==> config.mk <==
export PLATFORM = sky130hd
export DESIGN_NAME = vpc_cordic_stage
export DESIGN_NICKNAME = d
export VERILOG_FILES = /design/src/hdl/vpc_pkg.sv /design/src/hdl/vpc_cordic_stage.sv
export SDC_FILE = /design/constraint.sdc
export NUM_CORES = 1
export LEC_CHECK = 0
export CAP_MARGIN = 40
export CORE_MARGIN = 5
export CORE_UTILIZATION = 40
export CTS_CLUSTER_SIZE = 24
export DETAILED_ROUTE_END_ITERATION = 6
export DONT_BUFFER_PORTS = 1
export GPL_TIMING_DRIVEN = 0
export PLACE_DENSITY = 0.59
export SYNTH_ARGS = -nofsm -noshare
export SYNTH_HDL_FRONTEND = slang
export SYNTH_SLANG_ARGS = --single-unit
==> constraint.sdc <==
create_clock -name clk -period 0.8 [get_ports clk]
set_input_delay 0.04 -clock clk [delete_from_list [all_inputs] [get_ports clk]]
set_output_delay 0.04 -clock clk [all_outputs]
set_load 0.03 [all_outputs]
==> src/hdl/vpc_pkg.sv <==
// Shared types, constants and tables for the voxel polarization color core.
`default_nettype none

package vpc_pkg;

	localparam int GRID_SIZE = 64;

	localparam int COORD_W = 6;
	localparam int COMP_W  = 16;
	localparam int R2_W    = 24;
	localparam int CHAN_W  = 8;

	localparam int CFG_IDX_W  = 3;
	localparam int CFG_DATA_W = 24;

	localparam int DEG_Q16   = 65536;
	localparam int FULL_TURN = 360 * DEG_Q16;
	localparam int HALF_TURN = 180 * DEG_Q16;
	localparam int SECTOR_W  = 60 * DEG_Q16;
	localparam int SECTORS   = 6;

	localparam int CORDIC_STEPS    = 20;
	localparam int STEPS_PER_STAGE = 2;
	localparam int CORDIC_STAGES   = CORDIC_STEPS / STEPS_PER_STAGE;
	localparam int PRESCALE_SH     = 14;

	localparam int VEC_W = 33;
	localparam int ANG_W = 26;
	localparam int HUE_W = 25;
	localparam int T_W   = 22;

	localparam int RAMP_MUL    = 510;
	localparam int RAMP_FRAC   = 16;
	localparam int RAMP_SUM_W  = 32;
	localparam int RAMP_N_W    = 15;
	localparam int RECIP_K     = 34953;
	localparam int RECIP_K_W   = 16;
	localparam int RECIP_SHIFT = 22;
	localparam int RECIP_P_W   = RAMP_N_W + RECIP_K_W;

	localparam logic [CHAN_W-1:0] CHAN_FULL = 8'd255;
	localparam logic [CHAN_W-1:0] CHAN_DIM  = 8'd80;
	localparam logic [CHAN_W-1:0] CHAN_OFF  = 8'd0;

	typedef logic signed [VEC_W-1:0] vec_t;
	typedef logic signed [ANG_W-1:0] ang_t;

	typedef enum logic [CFG_IDX_W-1:0] {
		REG_POLAR_ENABLE,
		REG_SLICE_MODE,
		REG_SLICE_X,
		REG_SLICE_Y,
		REG_SLICE_Z,
		REG_CENTRE_POS,
		REG_MARKER_OFFSET,
		REG_FAR_R2_CODE
	} cfg_reg_t;

	typedef enum logic [1:0] {
		SLICE_FULL,
		SLICE_XY,
		SLICE_YZ,
		SLICE_ZX
	} slice_mode_t;

	typedef enum logic [2:0] {
		SEC_R_TO_Y,
		SEC_Y_TO_G,
		SEC_G_TO_C,
		SEC_C_TO_B,
		SEC_B_TO_M,
		SEC_M_TO_R
	} hue_sector_t;

	typedef struct packed {
		logic                polar_enable;
		slice_mode_t         slice_mode;
		logic [COORD_W-1:0]  slice_x;
		logic [COORD_W-1:0]  slice_y;
		logic [COORD_W-1:0]  slice_z;
		logic [COORD_W-1:0]  centre_pos;
		logic [COORD_W-1:0]  marker_offset;
		logic [R2_W-1:0]     far_r2_code;
	} cfg_t;

	typedef struct packed {
		logic visible;
		logic polar;
		logic active;
		logic r2_zero;
		logic marker;
	} side_t;

	typedef struct packed {
		vec_t a;
		vec_t b;
		ang_t z;
	} cordic_t;

	function automatic ang_t atan_q16(input int idx);
		case (idx)
			0:       return ang_t'(2949120);
			1:       return ang_t'(1740967);
			2:       return ang_t'(919879);
			3:       return ang_t'(466945);
			4:       return ang_t'(234379);
			5:       return ang_t'(117304);
			6:       return ang_t'(58666);
			7:       return ang_t'(29335);
			8:       return ang_t'(14668);
			9:       return ang_t'(7334);
			10:      return ang_t'(3667);
			11:      return ang_t'(1833);
			12:      return ang_t'(917);
			13:      return ang_t'(458);
			14:      return ang_t'(229);
			15:      return ang_t'(115);
			16:      return ang_t'(57);
			17:      return ang_t'(29);
			18:      return ang_t'(14);
			19:      return ang_t'(7);
			default: return ang_t'(0);
		endcase
	endfunction

endpackage

`default_nettype wire

==> src/hdl/vpc_cordic_stage.sv <==
// One CORDIC vectoring pipeline stage covering a fixed pair of iterations.
`default_nettype none

module vpc_cordic_stage #(
	parameter int FIRST = 0
) (
	input  wire logic             clk,
	input  wire logic             arst_n,
	input  wire logic             en,
	input  wire logic             vld_in,
	input  wire vpc_pkg::side_t   side_in,
	input  wire vpc_pkg::cordic_t vec_in,
	output logic                  vld_s1,
	output vpc_pkg::side_t        side_s1,
	output vpc_pkg::cordic_t      vec_s1
);

	vpc_pkg::cordic_t cur;
	vpc_pkg::cordic_t nxt;
	vpc_pkg::vec_t    sh_a;
	vpc_pkg::vec_t    sh_b;

	always_comb begin
		cur = vec_in;
		nxt = vec_in;
		sh_a = '0;
		sh_b = '0;
		for (int k = 0; k < vpc_pkg::STEPS_PER_STAGE; k++) begin
			sh_a = $signed(cur.a) >>> (FIRST + k);
			sh_b = $signed(cur.b) >>> (FIRST + k);
			if (!cur.b[vpc_pkg::VEC_W-1] && (cur.b != '0)) begin
				nxt.a = cur.a + sh_b;
				nxt.b = cur.b - sh_a;
				nxt.z = cur.z + vpc_pkg::atan_q16(FIRST + k);
			end else begin
				nxt.a = cur.a - sh_b;
				nxt.b = cur.b + sh_a;
				nxt.z = cur.z - vpc_pkg::atan_q16(FIRST + k);
			end
			cur = nxt;
		end
	end

	always_ff @(posedge clk or negedge arst_n) begin
		if (!arst_n) begin
			vld_s1 <= 1'b0;
		end else if (en) begin
			vld_s1 <= vld_in;
		end
	end

	always_ff @(posedge clk) begin
		if (en) begin
			side_s1 <= side_in;
			vec_s1  <= cur;
		end
	end

endmodule

`default_nettype wire

==> results.md <==
- Synth Flop Type: edfxtp_1
- DP HPWL: 40240 µm
- CTS Buffer Depth: 2
- Final WS setup: -5788 ps
- Number of global-route vias before repair: 14091
- Clock latency on the worst-skew pair: 340 ps
- Register Area: about 2900 µm²
- CP arrival: 6680 ps
- Initial antenna violation count: 0
- Slew HR: 36.21%
- Actual slew at the worst max-slew pin: 949.5 ps
- Vias per cell: roughly 5.8
- Max Transition Viols Final: 0
- Hold_buf cts: 9
- Avg Inst Size Synth: 8.091 µm²
- Initial DRT Pass Iterations: 5
- Chip width: 200.1 µm
- Remaining DRCs: 0
- Setup crit start kind: primary input
- Cts bufs inserted: 9
- Reg-to-Reg End: vld_s1
- Worst hold path class: in2reg
- Lkg Pwr: approximately 8.0 nW
- # clock sinks: 98
- Initial Utilization: 40.53%
- Setup slack, reg-to-reg: -70 ps
- Multi-input logic area: 12400 µm²
- Worst r2r src: vld_s1
- NumNets Final: 2306
- H-tree levels: 3
- Minimum clock period: 6588 ps
- GRT Util Overall: 24.74%
- Top Ports: 199
- VDD IR max: 0.001523 V
- 1st-iter DRT viols: slightly above 900
- Critical Path RT: approximately 900 ps
- Skew final: 0 ps
- Placer Congestion: 0.9587
- Unrepaired setup endpoints after global routing: true
- Most frequent cells in the layout: 178 x ha_1, 169 x buf_4, 141 x inv_1
- CP most frequent cell: or4_4
- Synth cell types: 82
- Failing checks: negative hold slack, negative setup slack
- Commonest non-fill, non-tap cell in the layout: ha_1
- # rows: 69
- Kind of critical path: in2reg
- Status: finished, violations left
- Reg clk slew, reported paths: around 70 ps
- DIE AREA: 40030 µm²
- Seq/Total Area, Yosys: between 20% and 30%
- Detail Route Antenna Nets: 0
- Post-Route WL: between 50000 and 60000 µm
- Ys Warns: 0
- Post-synth EDFFs: 97
- Fin crit share: 823.5%
- Port bufs: 0
- Area grow syn2layout: 32.21%
- Hold path endpoint: side_s1[0]
- Synthesized area: roughly 14000 µm²
- Filler instances: 3245
- Root Buffer: clkbuf_16
- Reg2Reg Depth: 1
- Slowest CP cell: or4_4
- Syn_nets: 2092
- Final setup vio count: 190
- #FFs+latches synth: 98
- Hold wc startpoint: en
- Fin Setup TNS: -461490 ps
- Total congestion overflow: 0
- CTS tree: done
- Highest clock rate: 151.8 MHz
- First-pass GRT wire length: 79110 µm
- Share of synthesized registers carrying an async set or reset: 1.020%
- Number of diodes: 0
- Critical Path End Type: register
- Hold Violations, Final: between 90 and 100
- Hold Crit Depth: 0
- PD cells: 3299 nW/µm²
- Die boundary height: 200.1 µm
- Drt wl/cell: around 21 µm
- Syn Inst Count: 1786
- MaxCap Viol Count: 0
- Largest net degree at the start of global routing: 99
- Vias: 14385
- Core Area: 35660 µm²
- Share of cells above drive strength 1: 27.08%
- Worst hold slack: -187.2 ps
- CP max FO: 7
- Slowest stage delay, CP: 520 ps
-- Yosys cell counts, drive strengths merged (7+ instances only) --
cell     count  area share (%)
ha         198              17
or4         10            0.55
o22ai       10            0.43
o211ai      21             1.1
edfxtp      97              20
a2111oi      7            0.43
a21boi      10            0.52
o2111ai      7            0.42
a21oi      187             6.5
inv        153             4.0
nor3        50             1.7
nor2       138             3.6
nor4        25             1.1
xnor2      145             8.8
and4         7            0.42
clkbuf      21            0.55
fa           7            0.97
a211oi      17            0.88
and2         9            0.39
or3         14            0.61
or2          8            0.35
nand2       95             2.5
a31oi       25             1.1
and3        14            0.61
buf         36             1.4
o31ai       19            0.99
nand4       17            0.78
nand2b      25             1.1
nor2b       24             1.1
o21ai       94             3.3
mux2i       15             1.0
xor2        66             4.0
o21bai      35             1.8
a21o        52             2.7
nand3       29             1.0
o21a        22             1.1
-- final cells by class --
cell class	count	area share (%)
multi-input cells	1477	64.91
flip-flops and latches	98	15.38
repair buffers	209	9.365
inverters	154	3.202
well taps	461	3.019
plain buffers	51	2.574
clock buffers	11	1.218
clock inverters	5	0.3274
-- power by group --
part           switching (mW)  internal (mW)
registers                5.81           9.99
logic                    22.5           20.4
clock network            1.93           2.45
-- critical path: cells and delay by family --
kind | cells | cell delay, ps
adders and majority gates | 2 | 710
AOI/OAI and AO/OA | 12 | 2120
buffers and inverters | 5 | 550
xor gates and xnor gates | 2 | 310
muxes | 1 | 490
and+or+nand+nor | 10 | 2450
-- worst max-delay path by stage --
stage / startpoint / to / slack, ps / depth (start not counted)
final: vec_in[30] / vec_s1[91] / -5790 / 32
after global routing: vec_in[30] / vec_s1[91] / -5980 / 32
after CTS: vec_in[59] / vec_s1[57] / -5780 / 33
after detailed placement: vec_in[26] / vec_s1[57] / -7370 / 32
after global placement: vec_in[30] / vec_s1[57] / -7490 / 32
after floorplan: vec_in[30] / vec_s1[57] / -5800 / 33
-- what timing repair did --
| item | CTS | global route |
|---|---|---|
| pin swaps | 109 | 146 |
| setup buffers | 151 | 97 |
| resized for setup | 207 | 183 |
| setup endpoints to repair | 190 | 190 |
| hold endpoints to repair | 105 | 98 |
| gates cloned | 1 | 0 |
-- logic make-up (layout without fill, tap and decap cells) --
| logic type | after synthesis | in the layout | synth area share (%) |
|---|---|---|---|
| AND/OR/NAND/NOR | 479 | 479 | 16.63 |
| flip-flops | 98 | 98 | 20.33 |
| AO/OA/AOI/OAI | 565 | 565 | 24.96 |
| adder cells (fa/ha/maj) | 205 | 205 | 18.11 |
| XOR/XNOR | 211 | 211 | 12.79 |
| buffers and inverters | 211 | 430 | 5.905 |
| multiplexers | 17 | 17 | 1.273 |
-- metrics by stage --
| step | setup WS (ps) | instance area [µm²] | util [%] | total power [mW] | std cells |
|---|---|---|---|---|---|
| 2_1_floorplan | -5800 | 14820 | - | 38.55 | 1786 |
| 3_3_place_gp | -7488 | 15400 | 43.18 | 45.16 | 2247 |
| 3_5_place_dp | -7374 | 15430 | 43.27 | 45.72 | 2251 |
| 4_1_cts | -5781 | 17900 | 50.21 | 57.72 | 2425 |
| 5_1_grt | -5983 | 19110 | 53.58 | 67.04 | 2466 |
| 6_report | -5788 | 19110 | 53.58 | 63.02 | 2466 |
-- state kept, by name, indices dropped and copies added, names as in the netlist --
name     flops
side_s1      5
vec_s1      92
vld_s1       1
-- metal layers --
metal	part of all wire (%)	routed length [µm]	up-vias	GRT usage, %
met1	46	24300	6873	35.66
met2	45	23920	530	40.17
met5	0	0	-	0
met3	6.2	3267	78	2.602
li1	-	-	6904	-
met4	2.1	1114	0	5.509
Power figures use the tool's default switching activity.
