**src/hdl/vpc_pkg.sv**
```systemverilog
// Shared types, constants and tables for the voxel polarization color core.
`default_nettype none

package vpc_pkg;

	localparam int GRID_SIZE = 64;

	localparam int COORD_W = 6;
	localparam int COMP_W  = 16;
	localparam int R2_W    = 24;
	localparam int CHAN_W  = 8;

	localparam int CFG_IDX_W  = 3;
	localparam int CFG_DATA_W = 24;

	localparam int DEG_Q16   = 65536;
	localparam int FULL_TURN = 360 * DEG_Q16;
	localparam int HALF_TURN = 180 * DEG_Q16;
	localparam int SECTOR_W  = 60 * DEG_Q16;
	localparam int SECTORS   = 6;

	localparam int CORDIC_STEPS    = 20;
	localparam int STEPS_PER_STAGE = 2;
	localparam int CORDIC_STAGES   = CORDIC_STEPS / STEPS_PER_STAGE;
	localparam int PRESCALE_SH     = 14;

	localparam int VEC_W = 33;
	localparam int ANG_W = 26;
	localparam int HUE_W = 25;
	localparam int T_W   = 22;

	localparam int RAMP_MUL    = 510;
	localparam int RAMP_FRAC   = 16;
	localparam int RAMP_SUM_W  = 32;
	localparam int RAMP_N_W    = 15;
	localparam int RECIP_K     = 34953;
	localparam int RECIP_K_W   = 16;
	localparam int RECIP_SHIFT = 22;
	localparam int RECIP_P_W   = RAMP_N_W + RECIP_K_W;

	localparam logic [CHAN_W-1:0] CHAN_FULL = 8'd255;
	localparam logic [CHAN_W-1:0] CHAN_DIM  = 8'd80;
	localparam logic [CHAN_W-1:0] CHAN_OFF  = 8'd0;

	typedef logic signed [VEC_W-1:0] vec_t;
	typedef logic signed [ANG_W-1:0] ang_t;

	typedef enum logic [CFG_IDX_W-1:0] {
		REG_POLAR_ENABLE,
		REG_SLICE_MODE,
		REG_SLICE_X,
		REG_SLICE_Y,
		REG_SLICE_Z,
		REG_CENTRE_POS,
		REG_MARKER_OFFSET,
		REG_FAR_R2_CODE
	} cfg_reg_t;

	typedef enum logic [1:0] {
		SLICE_FULL,
		SLICE_XY,
		SLICE_YZ,
		SLICE_ZX
	} slice_mode_t;

	typedef enum logic [2:0] {
		SEC_R_TO_Y,
		SEC_Y_TO_G,
		SEC_G_TO_C,
		SEC_C_TO_B,
		SEC_B_TO_M,
		SEC_M_TO_R
	} hue_sector_t;

	typedef struct packed {
		logic                polar_enable;
		slice_mode_t         slice_mode;
		logic [COORD_W-1:0]  slice_x;
		logic [COORD_W-1:0]  slice_y;
		logic [COORD_W-1:0]  slice_z;
		logic [COORD_W-1:0]  centre_pos;
		logic [COORD_W-1:0]  marker_offset;
		logic [R2_W-1:0]     far_r2_code;
	} cfg_t;

	typedef struct packed {
		logic visible;
		logic polar;
		logic active;
		logic r2_zero;
		logic marker;
	} side_t;

	typedef struct packed {
		vec_t a;
		vec_t b;
		ang_t z;
	} cordic_t;

	function automatic ang_t atan_q16(input int idx);
		case (idx)
			0:       return ang_t'(2949120);
			1:       return ang_t'(1740967);
			2:       return ang_t'(919879);
			3:       return ang_t'(466945);
			4:       return ang_t'(234379);
			5:       return ang_t'(117304);
			6:       return ang_t'(58666);
			7:       return ang_t'(29335);
			8:       return ang_t'(14668);
			9:       return ang_t'(7334);
			10:      return ang_t'(3667);
			11:      return ang_t'(1833);
			12:      return ang_t'(917);
			13:      return ang_t'(458);
			14:      return ang_t'(229);
			15:      return ang_t'(115);
			16:      return ang_t'(57);
			17:      return ang_t'(29);
			18:      return ang_t'(14);
			19:      return ang_t'(7);
			default: return ang_t'(0);
		endcase
	endfunction

endpackage

`default_nettype wire

```
**src/hdl/vpc_prep.sv**
```systemverilog
// First pipeline stage: slice test, rule flags and CORDIC pre-rotation.
`default_nettype none

module vpc_prep #(
	parameter int GRID_SIZE = vpc_pkg::GRID_SIZE
) (
	input  wire logic                              clk,
	input  wire logic                              arst_n,
	input  wire logic                              en,
	input  wire logic                              vld_in,
	input  wire vpc_pkg::cfg_t                     cfg,
	input  wire logic [vpc_pkg::COORD_W-1:0]       x_pos,
	input  wire logic [vpc_pkg::COORD_W-1:0]       y_pos,
	input  wire logic [vpc_pkg::COORD_W-1:0]       z_pos,
	input  wire logic signed [vpc_pkg::COMP_W-1:0] u_comp,
	input  wire logic signed [vpc_pkg::COMP_W-1:0] v_comp,
	input  wire logic [vpc_pkg::R2_W-1:0]          r2_value,
	input  wire logic                              is_active,
	output logic                                   vld_s1,
	output vpc_pkg::side_t                         side_s1,
	output vpc_pkg::cordic_t                       vec_s1
);

	vpc_pkg::side_t            side_d;
	vpc_pkg::cordic_t          vec_d;
	vpc_pkg::vec_t             u_sc;
	vpc_pkg::vec_t             v_sc;
	logic [vpc_pkg::COORD_W:0] marker_x;

	always_comb begin
		case (cfg.slice_mode)
			vpc_pkg::SLICE_XY: side_d.visible = (z_pos == cfg.slice_z);
			vpc_pkg::SLICE_YZ: side_d.visible = (x_pos == cfg.slice_x);
			vpc_pkg::SLICE_ZX: side_d.visible = (y_pos == cfg.slice_y);
			default:           side_d.visible = 1'b1;
		endcase
		if (int'(x_pos) >= GRID_SIZE || int'(y_pos) >= GRID_SIZE ||
				int'(z_pos) >= GRID_SIZE) begin
			side_d.visible = 1'b0;
		end

		marker_x = {1'b0, cfg.centre_pos} + {1'b0, cfg.marker_offset};
		side_d.marker = ({1'b0, x_pos} == marker_x) && (y_pos == cfg.centre_pos) &&
			(z_pos == cfg.centre_pos);
		side_d.polar = cfg.polar_enable && (r2_value != cfg.far_r2_code) &&
			((u_comp != '0) || (v_comp != '0));
		side_d.active  = is_active;
		side_d.r2_zero = (r2_value == '0);

		u_sc = vpc_pkg::vec_t'(u_comp) <<< vpc_pkg::PRESCALE_SH;
		v_sc = vpc_pkg::vec_t'(v_comp) <<< vpc_pkg::PRESCALE_SH;
		// rotate by half a turn when the negated u lands in the left half plane
		if (!u_comp[vpc_pkg::COMP_W-1] && (u_comp != '0)) begin
			vec_d.a = u_sc;
			vec_d.b = v_sc;
			vec_d.z = vpc_pkg::ang_t'(vpc_pkg::HALF_TURN);
		end else begin
			vec_d.a = -u_sc;
			vec_d.b = -v_sc;
			vec_d.z = '0;
		end
	end

	always_ff @(posedge clk or negedge arst_n) begin
		if (!arst_n) begin
			vld_s1 <= 1'b0;
		end else if (en) begin
			vld_s1 <= vld_in;
		end
	end

	always_ff @(posedge clk) begin
		if (en) begin
			side_s1 <= side_d;
			vec_s1  <= vec_d;
		end
	end

endmodule

`default_nettype wire

```
**config.mk**
```make
export PLATFORM = sky130hd
export DESIGN_NAME = vpc_prep
export DESIGN_NICKNAME = d
export VERILOG_FILES = /design/src/hdl/vpc_pkg.sv /design/src/hdl/vpc_prep.sv
export SDC_FILE = /design/constraint.sdc
export NUM_CORES = 1
export LEC_CHECK = 0
export BUFFER_PORTS_ARGS = -buffer_cell sky130_fd_sc_hd__buf_2
export CAP_MARGIN = 20
export CORE_MARGIN = 3
export CORE_UTILIZATION = 47
export CTS_BUF_LIST = sky130_fd_sc_hd__clkbuf_4 sky130_fd_sc_hd__clkbuf_8
export CTS_CLUSTER_DIAMETER = 40
export DETAILED_ROUTE_END_ITERATION = 10
export PLACE_DENSITY = 0.89
export SLEW_MARGIN = 5
export SYNTH_ARGS = -nofsm -noshare
export SYNTH_HDL_FRONTEND = slang
export SYNTH_SLANG_ARGS = --single-unit
```
**constraint.sdc**
```tcl
create_clock -name clk -period 1.55 [get_ports clk]
set_input_delay 0.155 -clock clk [delete_from_list [all_inputs] [get_ports clk]]
set_output_delay 0.155 -clock clk [all_outputs]
set_load 0.02 [all_outputs]
```
==> results.cfg, run 1 <==
[cells_and_area]
fin_util_pct = 69.7
antennaDiodeCount = 0
drive_gt1_share_pct = 48.9
area_delta_synth_final_pct = 41.2
fin_nets = 706
final_cells = 658

[detailed_routing]
ant_nets = 0
viasPerCell = 4.92
vias = 3236
drt-wirelength-per-cell_um = 15.3
drt-initial-drc-count = 109
drc_errors = 0
dr.pass1.iters = 4
drt_wl_total_mm = 10.1

[critical_path]
rrSetupSlack_ps = 800
cp_num_buf_inv = 1
cp-end-kind = register
crit_type = input port to register
arrival_ps = 1680
path_cells = buf_2 -> ha_4 -> a211oi_2 -> or4_1 -> o2111ai_2 -> mux2_4 -> nor4_2
slowest_delay_ps = 500
critical_path.top_delay_family = simple AND/OR/NAND/NOR gates
reg2regPathDepth = 1
crit_required_ps = 1670
r2r_end = vld_s1
r2r-start = vld_s1
path_max_fanout = 2
cp_slowest_cell = or4_1
startpoint_type = input port

[logic_synthesis]
postSynthCellCount = 322
avgSynthCellArea_sq_um = 10.7
synth.most_common_cell = buf_4
synth_largest_area_cell = edfxtp_1
synth_edf_count = 44
synthTopCellsByCount = 53 x buf_4, 44 x edfxtp_1, 40 x xnor2_1, 38 x xor2_1, 16 x nor4_1
synth_area_sq_um = 3430
yosysWarnings = 0
synth_top_area_share_pct = 38.5
yosys_register_bits = 45
synthArstFlopShare_pct = 2.22
synth_cell_types = 47
ys_top_cells_by_area = edfxtp_1 39%, buf_4 12%, xnor2_1 10%
yosysSeqAreaShare_pct = 39.3
synth-main-ff-cell = edfxtp_1

[floorplan]
rows = 30
core-area_sq_um = 6940
die-area_sq_um = 8360
die_h_um = 91.4
initial_core_util_pct = 49.4
die_w_um = 91.4
ios = 234

[sta]
fmax_mhz = 643
skew_ps = 0
period_share_pct = 100
drv_slew = 0
rsz0062_at_grt = true
setup_viol = 1
min_period_ps = 1550
fin_tns_setup_ps = -4.46
timing.final.ws_setup_ps = -4.46
finalHoldViolations = 0

[global_route]
grt_pass1_wl_mm = 15.1
grt_use_met2_pct = 42.8
track_usage_pct = 22.6
grt_pass1_vias = 3339
antenna_found_initial = 0
gr-total-overflow = 0
met3_usage_pct = 4.64
grt.busiest_layer = met2
use_met1_pct = 24.1
grt_max_degree = 20

[placement]
place.gp.congestion = 0.916
port_buffers = 183
dp_hpwl_mm = 8.76
place_ws_ps = -320
dpl.cell_count = 649

[clock_network]
cts_tree = yes
clk_path_buf_depth = 2
cts-root-buf = clkbuf_8
cts.sinks = 45
path_clk_slew_ps = 80
cts-buffers-inserted = 5
post_cts_buffers = 0
clk_latency_ps = 290
cts_max_level = 2

[pwr]
peakVddDrop_v = 0.000396
power_density_nw_per_um2 = 709
p_leak_nw = 2.24
p_total_w = 0.00343

[outcome]
violations = setup timing
status = finished with violations

[flow_run]
drv_cap = 0

[worst_hold_path]
worstHoldEndpoint = side_s1[2]
hp-start = is_active
min_path_cells = 1
hold_path.class = input port to register
## placed cells by master (no fill, tap or decap), drive strengths merged, types with 10 or more instances in the layout
| master | n |
|---|---|
| buf | 236 |
| edfxtp | 44 |
| nor2 | 14 |
| nand2 | 13 |
| a21oi | 10 |
| conb | 52 |
| nor4 | 20 |
| xor2 | 38 |
| xnor2 | 40 |
## worst max-delay path by stage
stage,from,end,slack (ps),depth (start not counted)
after detailed placement,cfg[31],side_s1[0],-320,7
final,cfg[25],side_s1[0],-4,7
after floorplan,cfg[34],side_s1[0],-120,6
after global routing,cfg[34],side_s1[0],-90,7
after CTS,cfg[31],side_s1[0],8,7
after global placement,cfg[34],side_s1[0],-290,7
## cell families (layout without fill, tap and decap cells)
group,count (synthesis),in the layout,share of synthesized area (%)
adder cells (fa/ha/maj),9,9,3.50
flip-flops,45,45,39.3
buffers and inverters,64,253,13.7
multiplexers,3,3,0.985
AO/OA/AOI/OAI,41,41,8.72
other,1,52,0.109
AND/OR/NAND/NOR,81,81,13.8
XOR/XNOR,78,78,19.9
## power breakdown
part	switching (W)	internal, W
registers	0.0000266	0.00147
logic	0.000714	0.000511
clock network	0.000378	0.000330
## what timing repair did
item | in CTS | in global routing
endpoints found under the hold margin | 1 | 0
endpoints found under the setup margin | 1 | 1
hold buffers | 1 | 0
pin swaps | 0 | 0
resized for setup | 1 | 4
## cell type report
class / instances / area, sq um
well taps: 96 / 120
repair buffers: 237 / 1360
inverters: 8 / 30.0
clock buffers: 6 / 76.3
flip-flops and latches: 45 / 1350
clock inverters: 2 / 10.0
multi-input cells: 264 / 1900
fillers: 516 / 2100
## metrics by stage
stage / area [sq um] / hold slack, ps
after floorplan: 3690 / -141
after global placement: 4720 / -69.5
after detailed placement: 4720 / -65.5
after CTS: 4820 / 34.1
after global routing: 4840 / 26.4
final: 4840 / 42.3
## routing by layer
| metal | vias up | routed length [um] |
|---|---|---|
| li1 | 1533 | - |
| met2 | 177 | 5370 |
| met3 | 24 | 865 |
| met4 | 0 | 293 |
| met1 | 1502 | 3560 |
| met5 | - | 0 |
## sequential cells by signal (all words and copies together) (netlist names)
| name | count |
|---|---|
| vld_s1 | 1 |
| side_s1 | 5 |
| vec_s1 | 39 |
Power figures use the tool's default switching activity.
==> inputs of run 2 (changes only) <==
CELL_PAD_IN_SITES_DETAIL_PLACEMENT = 0   (was unset)
CELL_PAD_IN_SITES_GLOBAL_PLACEMENT = 1   (was unset)
CORE_UTILIZATION = 33   (was 47)
PLACE_DENSITY = unset   (was 0.89)
PLACE_DENSITY_LB_ADDON = 0.1   (was unset)
TNS_END_PERCENT = 30   (was unset)
==> results.cfg, run 2 (synthesis gave the netlist of run 1 again) <==
[clock_network]
post_cts_buffers = 0
cts_tree = yes
clk_latency_ps = 290
cts-buffers-inserted = 5
cts-root-buf = clkbuf_8
clk_path_buf_depth = 2
cts.sinks = 45
path_clk_slew_ps = 80
cts_max_level = 2

[sta]
min_period_ps = 1530
finalHoldViolations = 0
drv_slew = 0
fin_hold_ws_ps = 43.5
rsz0062_at_grt = true
fmax_mhz = 652
skew_ps = 0
setup_viol = 0
period_share_pct = 98.9

[critical_path]
crit_required_ps = 1670
cp_slowest_cell = or4_4
critical_path.top_delay_family = simple AND/OR/NAND/NOR gates
path_cells = buf_2 -> ha_4 -> a211oi_2 -> or4_4 -> o2111ai_2 -> mux2_4 -> nor4_2
crit_type = input port to register
slowest_delay_ps = 490
startpoint_type = input port
arrival_ps = 1650
path_max_fanout = 2
cp-end-kind = register
cp_num_buf_inv = 1

[global_route]
grt_pass1_wl_mm = 13.6
grt_pass1_vias = 2902
antenna_found_initial = 0
track_usage_pct = 14.9
grt_max_degree = 20
gr-total-overflow = 0

[detailed_routing]
drt-initial-drc-count = 70
viasPerCell = 4.38
ant_nets = 0
dr.pass1.iters = 4
drt_wl_total_mm = 9.28
drt-wirelength-per-cell_um = 13.4
drc_errors = 0
vias = 3037

[flow_run]
drv_cap = 0

[worst_hold_path]
hold_path.class = input port to register

[floorplan]
rows = 36
ios = 234
die-area_sq_um = 11700
core-area_sq_um = 9950
initial_core_util_pct = 34.5
die_w_um = 108
die_h_um = 108

[cells_and_area]
regMostFlops = vec_s1
drive_gt1_share_pct = 49.0
area_delta_synth_final_pct = 43.1
antennaDiodeCount = 0
final_common_cell = buf_2
final_cell_mix = 183 x buf_2, 52 x conb_1, 49 x buf_4, 44 x edfxtp_1, 40 x xnor2_1
stdcell_area_sq_um = 4910
largest_reg_flops = 39
reg.largest.list = vec_s1 x39, side_s1 x5, vld_s1 x1
fin_nets = 705

[placement]
port_buffers = 183
dp_hpwl_mm = 8.19
placed_cell_area_sq_um = 4760
place.gp.congestion = 0.824

[pwr]
power_density_nw_per_um2 = 727
peakVddDrop_v = 0.000339
p_leak_nw = 2.24

[outcome]
status = finished, final reports clean
==> run 2: changes by cell type in the layout (fill, tap and decap cells not counted) <==
cell	delta
a21oi_1	-1
a21oi_2	+1
buf_4	-1
bufinv_16	+1
clkinv_2	-1
nor4_1	+1
nor4_2	-1
o21ai_0	+1
o21ai_1	-1
or4_1	-1
or4_4	+1
==> run 2: power by group <==
group	internal [W]	switching, W
registers	0.00147	0.0000268
logic	0.000510	0.000678
clock network	0.000496	0.000383
==> run 2: timing repair <==
item                                    4_1_cts  5_1_grt
endpoints found under the hold margin         1        0
gates resized for setup                       3        2
endpoints found under the setup margin        1        2
hold buffers                                  1        0
pin swaps                                     0        1
==> run 2: final cells by class <==
cell class                 count  area [sq um]
clock inverter                 2          35.0
timing repair buffer         236          1350
fill                         969          5050
inverter                       8          30.0
sequential                    45          1350
tap                          133           166
clock buffer                   6          76.3
multi-input combinational    264          1900
==> run 2: routing by layer <==
layer	vias to the layer above	share of wire, %	track usage [%]
li1	1534	-	-
met1	1377	38	17.0
met2	118	54	28.2
met3	8	6.7	2.87
met4	0	1.4	3.88
met5	-	0	0
==> run 2: worst paths after layout <==
path / from / cells after the start / end / slack (ps)
max: cfg[31] / 7 / side_s1[0] / 20
min in group asynchronous: arst_n / 2 / vld_s1 / 160
min reg2reg: vld_s1 / 1 / vld_s1 / 510
min: is_active / 1 / side_s1[2] / 40
max reg2reg: vld_s1 / 1 / vld_s1 / 810
max in group asynchronous: arst_n / 2 / vld_s1 / 1300
==> run 2: stage by stage <==
stage                     cells  setup WS, ps  setup TNS (ps)  utilization (%)  total power, W
final                       694          17.2               0             49.3         0.00357
after global routing        694         -40.8           -40.8             49.3         0.00377
after CTS                   694          15.6               0             49.2         0.00360
after detailed placement    685          -324           -3160             47.8         0.00271
after global placement      685          -302           -2390             47.8         0.00270
after floorplan             373          -117            -117                -         0.00226
