`src/hdl/vpc_pkg.sv`:
```
// Shared types, constants and tables for the voxel polarization color core.
`default_nettype none

package vpc_pkg;

	localparam int GRID_SIZE = 64;

	localparam int COORD_W = 6;
	localparam int COMP_W  = 16;
	localparam int R2_W    = 24;
	localparam int CHAN_W  = 8;

	localparam int CFG_IDX_W  = 3;
	localparam int CFG_DATA_W = 24;

	localparam int DEG_Q16   = 65536;
	localparam int FULL_TURN = 360 * DEG_Q16;
	localparam int HALF_TURN = 180 * DEG_Q16;
	localparam int SECTOR_W  = 60 * DEG_Q16;
	localparam int SECTORS   = 6;

	localparam int CORDIC_STEPS    = 20;
	localparam int STEPS_PER_STAGE = 2;
	localparam int CORDIC_STAGES   = CORDIC_STEPS / STEPS_PER_STAGE;
	localparam int PRESCALE_SH     = 14;

	localparam int VEC_W = 33;
	localparam int ANG_W = 26;
	localparam int HUE_W = 25;
	localparam int T_W   = 22;

	localparam int RAMP_MUL    = 510;
	localparam int RAMP_FRAC   = 16;
	localparam int RAMP_SUM_W  = 32;
	localparam int RAMP_N_W    = 15;
	localparam int RECIP_K     = 34953;
	localparam int RECIP_K_W   = 16;
	localparam int RECIP_SHIFT = 22;
	localparam int RECIP_P_W   = RAMP_N_W + RECIP_K_W;

	localparam logic [CHAN_W-1:0] CHAN_FULL = 8'd255;
	localparam logic [CHAN_W-1:0] CHAN_DIM  = 8'd80;
	localparam logic [CHAN_W-1:0] CHAN_OFF  = 8'd0;

	typedef logic signed [VEC_W-1:0] vec_t;
	typedef logic signed [ANG_W-1:0] ang_t;

	typedef enum logic [CFG_IDX_W-1:0] {
		REG_POLAR_ENABLE,
		REG_SLICE_MODE,
		REG_SLICE_X,
		REG_SLICE_Y,
		REG_SLICE_Z,
		REG_CENTRE_POS,
		REG_MARKER_OFFSET,
		REG_FAR_R2_CODE
	} cfg_reg_t;

	typedef enum logic [1:0] {
		SLICE_FULL,
		SLICE_XY,
		SLICE_YZ,
		SLICE_ZX
	} slice_mode_t;

	typedef enum logic [2:0] {
		SEC_R_TO_Y,
		SEC_Y_TO_G,
		SEC_G_TO_C,
		SEC_C_TO_B,
		SEC_B_TO_M,
		SEC_M_TO_R
	} hue_sector_t;

	typedef struct packed {
		logic                polar_enable;
		slice_mode_t         slice_mode;
		logic [COORD_W-1:0]  slice_x;
		logic [COORD_W-1:0]  slice_y;
		logic [COORD_W-1:0]  slice_z;
		logic [COORD_W-1:0]  centre_pos;
		logic [COORD_W-1:0]  marker_offset;
		logic [R2_W-1:0]     far_r2_code;
	} cfg_t;

	typedef struct packed {
		logic visible;
		logic polar;
		logic active;
		logic r2_zero;
		logic marker;
	} side_t;

	typedef struct packed {
		vec_t a;
		vec_t b;
		ang_t z;
	} cordic_t;

	function automatic ang_t atan_q16(input int idx);
		case (idx)
			0:       return ang_t'(2949120);
			1:       return ang_t'(1740967);
			2:       return ang_t'(919879);
			3:       return ang_t'(466945);
			4:       return ang_t'(234379);
			5:       return ang_t'(117304);
			6:       return ang_t'(58666);
			7:       return ang_t'(29335);
			8:       return ang_t'(14668);
			9:       return ang_t'(7334);
			10:      return ang_t'(3667);
			11:      return ang_t'(1833);
			12:      return ang_t'(917);
			13:      return ang_t'(458);
			14:      return ang_t'(229);
			15:      return ang_t'(115);
			16:      return ang_t'(57);
			17:      return ang_t'(29);
			18:      return ang_t'(14);
			19:      return ang_t'(7);
			default: return ang_t'(0);
		endcase
	endfunction

endpackage

`default_nettype wire

```
`src/hdl/vpc_colour.sv`:
```
// Hue wrap, sector split, ramp scaling and final color priority.
`default_nettype none

module vpc_colour (
	input  wire logic                        clk,
	input  wire logic                        arst_n,
	input  wire logic                        en,
	input  wire logic                        vld_in,
	input  wire vpc_pkg::side_t              side_in,
	input  wire vpc_pkg::ang_t               z_in,
	output logic                             vld_s4,
	output logic [vpc_pkg::CHAN_W-1:0]       red_s4,
	output logic [vpc_pkg::CHAN_W-1:0]       green_s4,
	output logic [vpc_pkg::CHAN_W-1:0]       blue_s4,
	output logic [vpc_pkg::CHAN_W-1:0]       alpha_s4
);

	logic                               vld_s1, vld_s2, vld_s3;
	vpc_pkg::side_t                     side_s1, side_s2, side_s3;
	logic [vpc_pkg::HUE_W-1:0]          hue_s1;
	vpc_pkg::hue_sector_t               sec_s2, sec_s3;
	logic [vpc_pkg::T_W-1:0]            t_s2;
	logic [vpc_pkg::RAMP_N_W-1:0]       nup_s3, ndn_s3;

	vpc_pkg::ang_t                      hue_wrap;
	vpc_pkg::hue_sector_t               sec_d;
	logic [vpc_pkg::HUE_W-1:0]          base_d;
	logic [vpc_pkg::T_W-1:0]            tdn;
	logic [vpc_pkg::RAMP_SUM_W-1:0]     sum_up, sum_dn;
	logic [vpc_pkg::RECIP_P_W-1:0]      q_up, q_dn;
	logic [vpc_pkg::CHAN_W-1:0]         up, down;
	logic [vpc_pkg::CHAN_W-1:0]         hr, hg, hb;
	logic [vpc_pkg::CHAN_W-1:0]         r_d, g_d, b_d, a_d;

	// stage 1: wrap into one turn
	always_comb begin
		hue_wrap = z_in;
		if (z_in[vpc_pkg::ANG_W-1]) begin
			hue_wrap = z_in + vpc_pkg::ang_t'(vpc_pkg::FULL_TURN);
		end
	end

	// stage 2: sector and offset within it
	always_comb begin
		sec_d  = vpc_pkg::SEC_R_TO_Y;
		base_d = '0;
		for (int k = 1; k < vpc_pkg::SECTORS; k++) begin
			if (hue_s1 >= vpc_pkg::HUE_W'(k * vpc_pkg::SECTOR_W)) begin
				sec_d  = vpc_pkg::hue_sector_t'(k);
				base_d = vpc_pkg::HUE_W'(k * vpc_pkg::SECTOR_W);
			end
		end
	end

	// stage 3: ramp numerators, already divided by the fraction scale
	always_comb begin
		tdn    = vpc_pkg::T_W'(vpc_pkg::SECTOR_W) - t_s2;
		sum_up = vpc_pkg::RAMP_SUM_W'(t_s2) * vpc_pkg::RAMP_SUM_W'(vpc_pkg::RAMP_MUL) +
			vpc_pkg::RAMP_SUM_W'(vpc_pkg::SECTOR_W);
		sum_dn = vpc_pkg::RAMP_SUM_W'(tdn) * vpc_pkg::RAMP_SUM_W'(vpc_pkg::RAMP_MUL) +
			vpc_pkg::RAMP_SUM_W'(vpc_pkg::SECTOR_W);
	end

	// stage 4: divide by 120 through the reciprocal, build RGB, apply overrides
	always_comb begin
		q_up = vpc_pkg::RECIP_P_W'(nup_s3) * vpc_pkg::RECIP_P_W'(vpc_pkg::RECIP_K);
		q_dn = vpc_pkg::RECIP_P_W'(ndn_s3) * vpc_pkg::RECIP_P_W'(vpc_pkg::RECIP_K);
		up   = q_up[vpc_pkg::RECIP_SHIFT +: vpc_pkg::CHAN_W];
		down = q_dn[vpc_pkg::RECIP_SHIFT +: vpc_pkg::CHAN_W];

		case (sec_s3)
			vpc_pkg::SEC_R_TO_Y: begin
				hr = vpc_pkg::CHAN_FULL; hg = up;                 hb = vpc_pkg::CHAN_OFF;
			end
			vpc_pkg::SEC_Y_TO_G: begin
				hr = down;               hg = vpc_pkg::CHAN_FULL; hb = vpc_pkg::CHAN_OFF;
			end
			vpc_pkg::SEC_G_TO_C: begin
				hr = vpc_pkg::CHAN_OFF;  hg = vpc_pkg::CHAN_FULL; hb = up;
			end
			vpc_pkg::SEC_C_TO_B: begin
				hr = vpc_pkg::CHAN_OFF;  hg = down;               hb = vpc_pkg::CHAN_FULL;
			end
			vpc_pkg::SEC_B_TO_M: begin
				hr = up;                 hg = vpc_pkg::CHAN_OFF;  hb = vpc_pkg::CHAN_FULL;
			end
			default: begin
				hr = vpc_pkg::CHAN_FULL; hg = vpc_pkg::CHAN_OFF;  hb = down;
			end
		endcase

		r_d = vpc_pkg::CHAN_OFF;
		g_d = vpc_pkg::CHAN_OFF;
		b_d = vpc_pkg::CHAN_OFF;
		a_d = vpc_pkg::CHAN_OFF;
		if (side_s3.visible) begin
			if (side_s3.polar) begin
				r_d = hr; g_d = hg; b_d = hb; a_d = vpc_pkg::CHAN_FULL;
			end
			if (side_s3.active) begin
				r_d = vpc_pkg::CHAN_FULL; g_d = vpc_pkg::CHAN_FULL;
				b_d = vpc_pkg::CHAN_FULL; a_d = vpc_pkg::CHAN_FULL;
			end
			if (side_s3.r2_zero) begin
				r_d = vpc_pkg::CHAN_DIM;  g_d = vpc_pkg::CHAN_FULL;
				b_d = vpc_pkg::CHAN_DIM;  a_d = vpc_pkg::CHAN_FULL;
			end
			if (side_s3.marker) begin
				r_d = vpc_pkg::CHAN_FULL; g_d = vpc_pkg::CHAN_DIM;
				b_d = vpc_pkg::CHAN_DIM;  a_d = vpc_pkg::CHAN_FULL;
			end
		end
	end

	always_ff @(posedge clk or negedge arst_n) begin
		if (!arst_n) begin
			vld_s1 <= 1'b0;
			vld_s2 <= 1'b0;
			vld_s3 <= 1'b0;
			vld_s4 <= 1'b0;
		end else if (en) begin
			vld_s1 <= vld_in;
			vld_s2 <= vld_s1;
			vld_s3 <= vld_s2;
			vld_s4 <= vld_s3;
		end
	end

	always_ff @(posedge clk) begin
		if (en) begin
			side_s1  <= side_in;
			hue_s1   <= vpc_pkg::HUE_W'(hue_wrap);
			side_s2  <= side_s1;
			sec_s2   <= sec_d;
			t_s2     <= vpc_pkg::T_W'(hue_s1 - base_d);
			side_s3  <= side_s2;
			sec_s3   <= sec_s2;
			nup_s3   <= sum_up[vpc_pkg::RAMP_FRAC +: vpc_pkg::RAMP_N_W];
			ndn_s3   <= sum_dn[vpc_pkg::RAMP_FRAC +: vpc_pkg::RAMP_N_W];
			red_s4   <= r_d;
			green_s4 <= g_d;
			blue_s4  <= b_d;
			alpha_s4 <= a_d;
		end
	end

`ifndef NO_ASSERTIONS
	a_sector_range: assert property (@(posedge clk) disable iff (!arst_n)
		vld_s2 |-> (sec_s2 == vpc_pkg::SEC_R_TO_Y || sec_s2 == vpc_pkg::SEC_Y_TO_G ||
			sec_s2 == vpc_pkg::SEC_G_TO_C || sec_s2 == vpc_pkg::SEC_C_TO_B ||
			sec_s2 == vpc_pkg::SEC_B_TO_M || sec_s2 == vpc_pkg::SEC_M_TO_R))
		else $error("hue sector out of range");

	a_ramp_fits: assert property (@(posedge clk) disable iff (!arst_n)
		vld_s3 |-> (!q_up[vpc_pkg::RECIP_P_W-1] && !q_dn[vpc_pkg::RECIP_P_W-1]))
		else $error("ramp quotient exceeds channel range");

	a_alpha_codes: assert property (@(posedge clk) disable iff (!arst_n)
		vld_s4 |-> (alpha_s4 == vpc_pkg::CHAN_FULL ||
			(alpha_s4 == vpc_pkg::CHAN_OFF && red_s4 == vpc_pkg::CHAN_OFF &&
			green_s4 == vpc_pkg::CHAN_OFF && blue_s4 == vpc_pkg::CHAN_OFF)))
		else $error("transparent color with nonzero channels");
`endif

endmodule

`default_nettype wire

```
`config.mk`:
```
export PLATFORM = sky130hd
export DESIGN_NAME = vpc_colour
export DESIGN_NICKNAME = d
export VERILOG_FILES = /design/src/hdl/vpc_pkg.sv /design/src/hdl/vpc_colour.sv
export SDC_FILE = /design/constraint.sdc
export NUM_CORES = 1
export LEC_CHECK = 0
export BUFFER_PORTS_ARGS = -buffer_cell sky130_fd_sc_hd__buf_2
export CAP_MARGIN = 20
export CORE_MARGIN = 4
export CORE_UTILIZATION = 40
export CTS_CLUSTER_SIZE = 28
export DETAILED_ROUTE_END_ITERATION = 16
export SLEW_MARGIN = 20
export SYNTH_ARGS = -nofsm -noshare
export SYNTH_HDL_FRONTEND = slang
export SYNTH_SLANG_ARGS = --single-unit
```
`constraint.sdc`:
```
create_clock -name clk -period 17.6 [get_ports clk]
set_clock_uncertainty 0.1 [all_clocks]
set_input_delay 2.64 -clock clk [delete_from_list [all_inputs] [get_ports clk]]
set_output_delay 2.64 -clock clk [all_outputs]
set_load 0.05 [all_outputs]
```
==> results.toml <==
[grt]
grt_pass1_vias = 12165
antenna_found_initial = 0
grt_max_degree = 79
grt_pass1_wl_um = 59200
grt-ovfl-total = 0
grt_util_all_layers_pct = 15.3

[logic_synthesis]
synth_edf_count = 123
ys_ff_latch = 127
syn_nets = 2238
synth_area_leader_cell = "fa_1"
ys_seq_area_share_pct = 21.6
synth_top_area_share_pct = 25.5
synth_warnings = 0
synth_area_per_cell_um2 = 10.5
ys_types = 83
syn-cell-area_mm2 = 0.0176
synth_top_flop_cell = "edfxtp_1"
synthArstFlopShare_pct = 3.15
synth_area_leaders = "fa_1, ha_1, edfxtp_1"
synth_cells = 1675

[setup_path]
timing.rr.start = "t_s2[2]$_DFFE_PP_"
cp_slowest_cell = "fa_1"
reg2reg_depth = 29
end_kind = "register"
cp_slowest_stage_delay_ns = 0.56
r2r_slack_ns = 9.97
crit_required_ns = 17.68
cpMostUsedCell = "inv_1"
critPathLaunchType = "register"
arrival_ns = 7.71
worst-path-max-fanout = 8
criticalPathCategory = "reg2reg"
r2r-end = "ndn_s3[14]$_DFFE_PP_"

[placed_design]
port_buffers = 67
dp_slack_ns = 9.93
dp_hpwl_um = 29700
finalWeightedCongestion = 0.864

[floorplanning]
initial_core_util_pct = 40.7
core_mm2 = 0.0433
rows = 76
die-area_mm2 = 0.0474
ioPinCount = 68
fp.dieH_um = 218
chipWidth_um = 218

[sta]
worst_slew_margin_rel_pct = 36.0
worst_pin_slew_ns = 0.960
min_period_over_period_pct = 43.3
whs_ns = 0.317
layout_min_cycle_time_ns = 7.63
hold_viol_final = 0
slew_violations = 0
fin_ws_ns = 9.97
rsz0062_at_grt = "false"
fmax_ghz = 0.131
setup_violations = 0
tns_ns = 0

[layout]
area_growth_pct = 9.24
drive_gt1_share_pct = 7.00
nFillCells = 4062
nets = 2306
final-seq-area_mm2 = 0.00379
final_util_pct = 44.4
multi_input_area_mm2 = 0.0123

[route]
detail_route.vias_per_cell = 4.93
routedWlPerCell_um = 14.7
ant_nets = 0
dr_total_vias = 11550
finalWirelength_um = 34500
post-route-drc-count = 0
firstDrtPassIters = 5
drt_iter0_drc = 494

[clocking]
root_buffer = "clkbuf_16"
htree_num_levels = 4
cts_sinks = 127
numCtsBuffers = 17
clockBufferDepth = 2
postCtsHoldBufs = 0
clkTransAtPathRegs_ns = 0.06
post_cts_buffers = 0
clk_latency_ns = 0.44
cts_resized = 0
cts_tree = "yes"

[worst_hold_path]
hold_depth = 0
hp-start = "hue_s1[8]$_DFFE_PP_"
hp-class = "reg2reg"
hold_end = "t_s2[8]$_DFFE_PP_"

[run]
cap_violations = 0

[run_status]
outcome = "completed"
[kinds of logic (layout without fill, tap and decap cells)]
family	count (synthesis)	count (layout)	synth area share (%)
fa+ha+maj	530	530	47.2
buf+inv	406	487	8.81
compound gates	251	251	9.36
simple gates	243	243	7.05
flops	127	127	21.6
xor+xnor	109	109	5.47
mux	9	9	0.547
other cells	0	1	0
[cell usage after synthesis (5+ instances only)]
| library cell | count |
|---|---|
| a211oi_1 | 9 |
| nor2b_1 | 6 |
| nor3_1 | 22 |
| xor2_1 | 38 |
| inv_1 | 385 |
| a31oi_1 | 12 |
| o21ai_1 | 5 |
| o31ai_1 | 5 |
| o221ai_1 | 8 |
| o21a_1 | 10 |
| clkbuf_1 | 11 |
| o21ai_0 | 48 |
| xnor2_1 | 70 |
| and3_1 | 11 |
| fa_1 | 224 |
| nand3_1 | 24 |
| mux2_2 | 5 |
| a21oi_1 | 73 |
| ha_1 | 304 |
| nor2_1 | 52 |
| a211o_1 | 5 |
| buf_4 | 7 |
| and2_1 | 9 |
| nand2b_1 | 6 |
| nand2_1 | 71 |
| edfxtp_1 | 123 |
| o21bai_1 | 5 |
| a21o_1 | 24 |
| nand4_1 | 8 |
[worst max-delay path: cells and delay by family, from the launching register on]
kind | cells | cell delay (ns)
xor gates and xnor gates | 3 | 0.72
AOI/OAI and AO/OA | 2 | 0.29
buffers and inverters | 6 | 0.58
DFF | 1 | 0.55
adders and majority gates | 6 | 2.66
and+or+nand+nor | 12 | 2.48
[cells in the final DEF, fill, tap and decap left out, types with 22 or more instances in the layout]
master and n:
o21ai_0 48, a21oi_1 73, buf_2 66, ha_1 304, nor3_1 22, fa_1 224, nor2_1 52, xnor2_1 70
xor2_1 38, a21o_1 24, nand3_1 24, edfxtp_1 123, nand2_1 71, inv_1 385
[area by class of cell]
cell class,instances,area share (%)
clock buffer,18,2.23
multi-input combinational,1142,63.7
tap,585,3.81
sequential,127,19.7
antenna,1,0.0130
timing repair buffer,68,1.80
inverter,387,7.56
clock inverter,14,1.11
[stage by stage]
step	cells	cell area (um^2)
global route	2341	19200
CTS	2341	19200
global placement	2309	18600
finish	2342	19200
floorplan	1675	17600
detailed placement	2309	18600
[sequential cells by signal, indices dropped and copies added, names as in the netlist, 8 cells and up]
name,flops
blue_s4,8
green_s4,8
hue_s1,25
ndn_s3,15
nup_s3,15
red_s4,8
t_s2,22
[how the worst max path moves through the flow]
stage / depth (start not counted) / start / end
after floorplan: 29 / t_s2[1]$_DFFE_PP_ / ndn_s3[14]$_DFFE_PP_
after detailed placement: 26 / t_s2[2]$_DFFE_PP_ / ndn_s3[14]$_DFFE_PP_
final: 29 / t_s2[2]$_DFFE_PP_ / ndn_s3[14]$_DFFE_PP_
after global routing: 29 / t_s2[2]$_DFFE_PP_ / ndn_s3[14]$_DFFE_PP_
after global placement: 29 / t_s2[2]$_DFFE_PP_ / ndn_s3[14]$_DFFE_PP_
after CTS: 26 / t_s2[2]$_DFFE_PP_ / ndn_s3[14]$_DFFE_PP_
[routing by layer]
metal  up-vias  track usage, %  part of all wire [%]
li1       5699               -                     -
met1      5578            20.7                    47
met2       231            25.8                    47
met3        42            2.51                   3.7
met4         0            4.00                   1.8
met5         -               0                     0
Power is left out: the tool's default activity adds up to more than one toggle a clock period on the data nets, which glitch-free logic cannot reach.
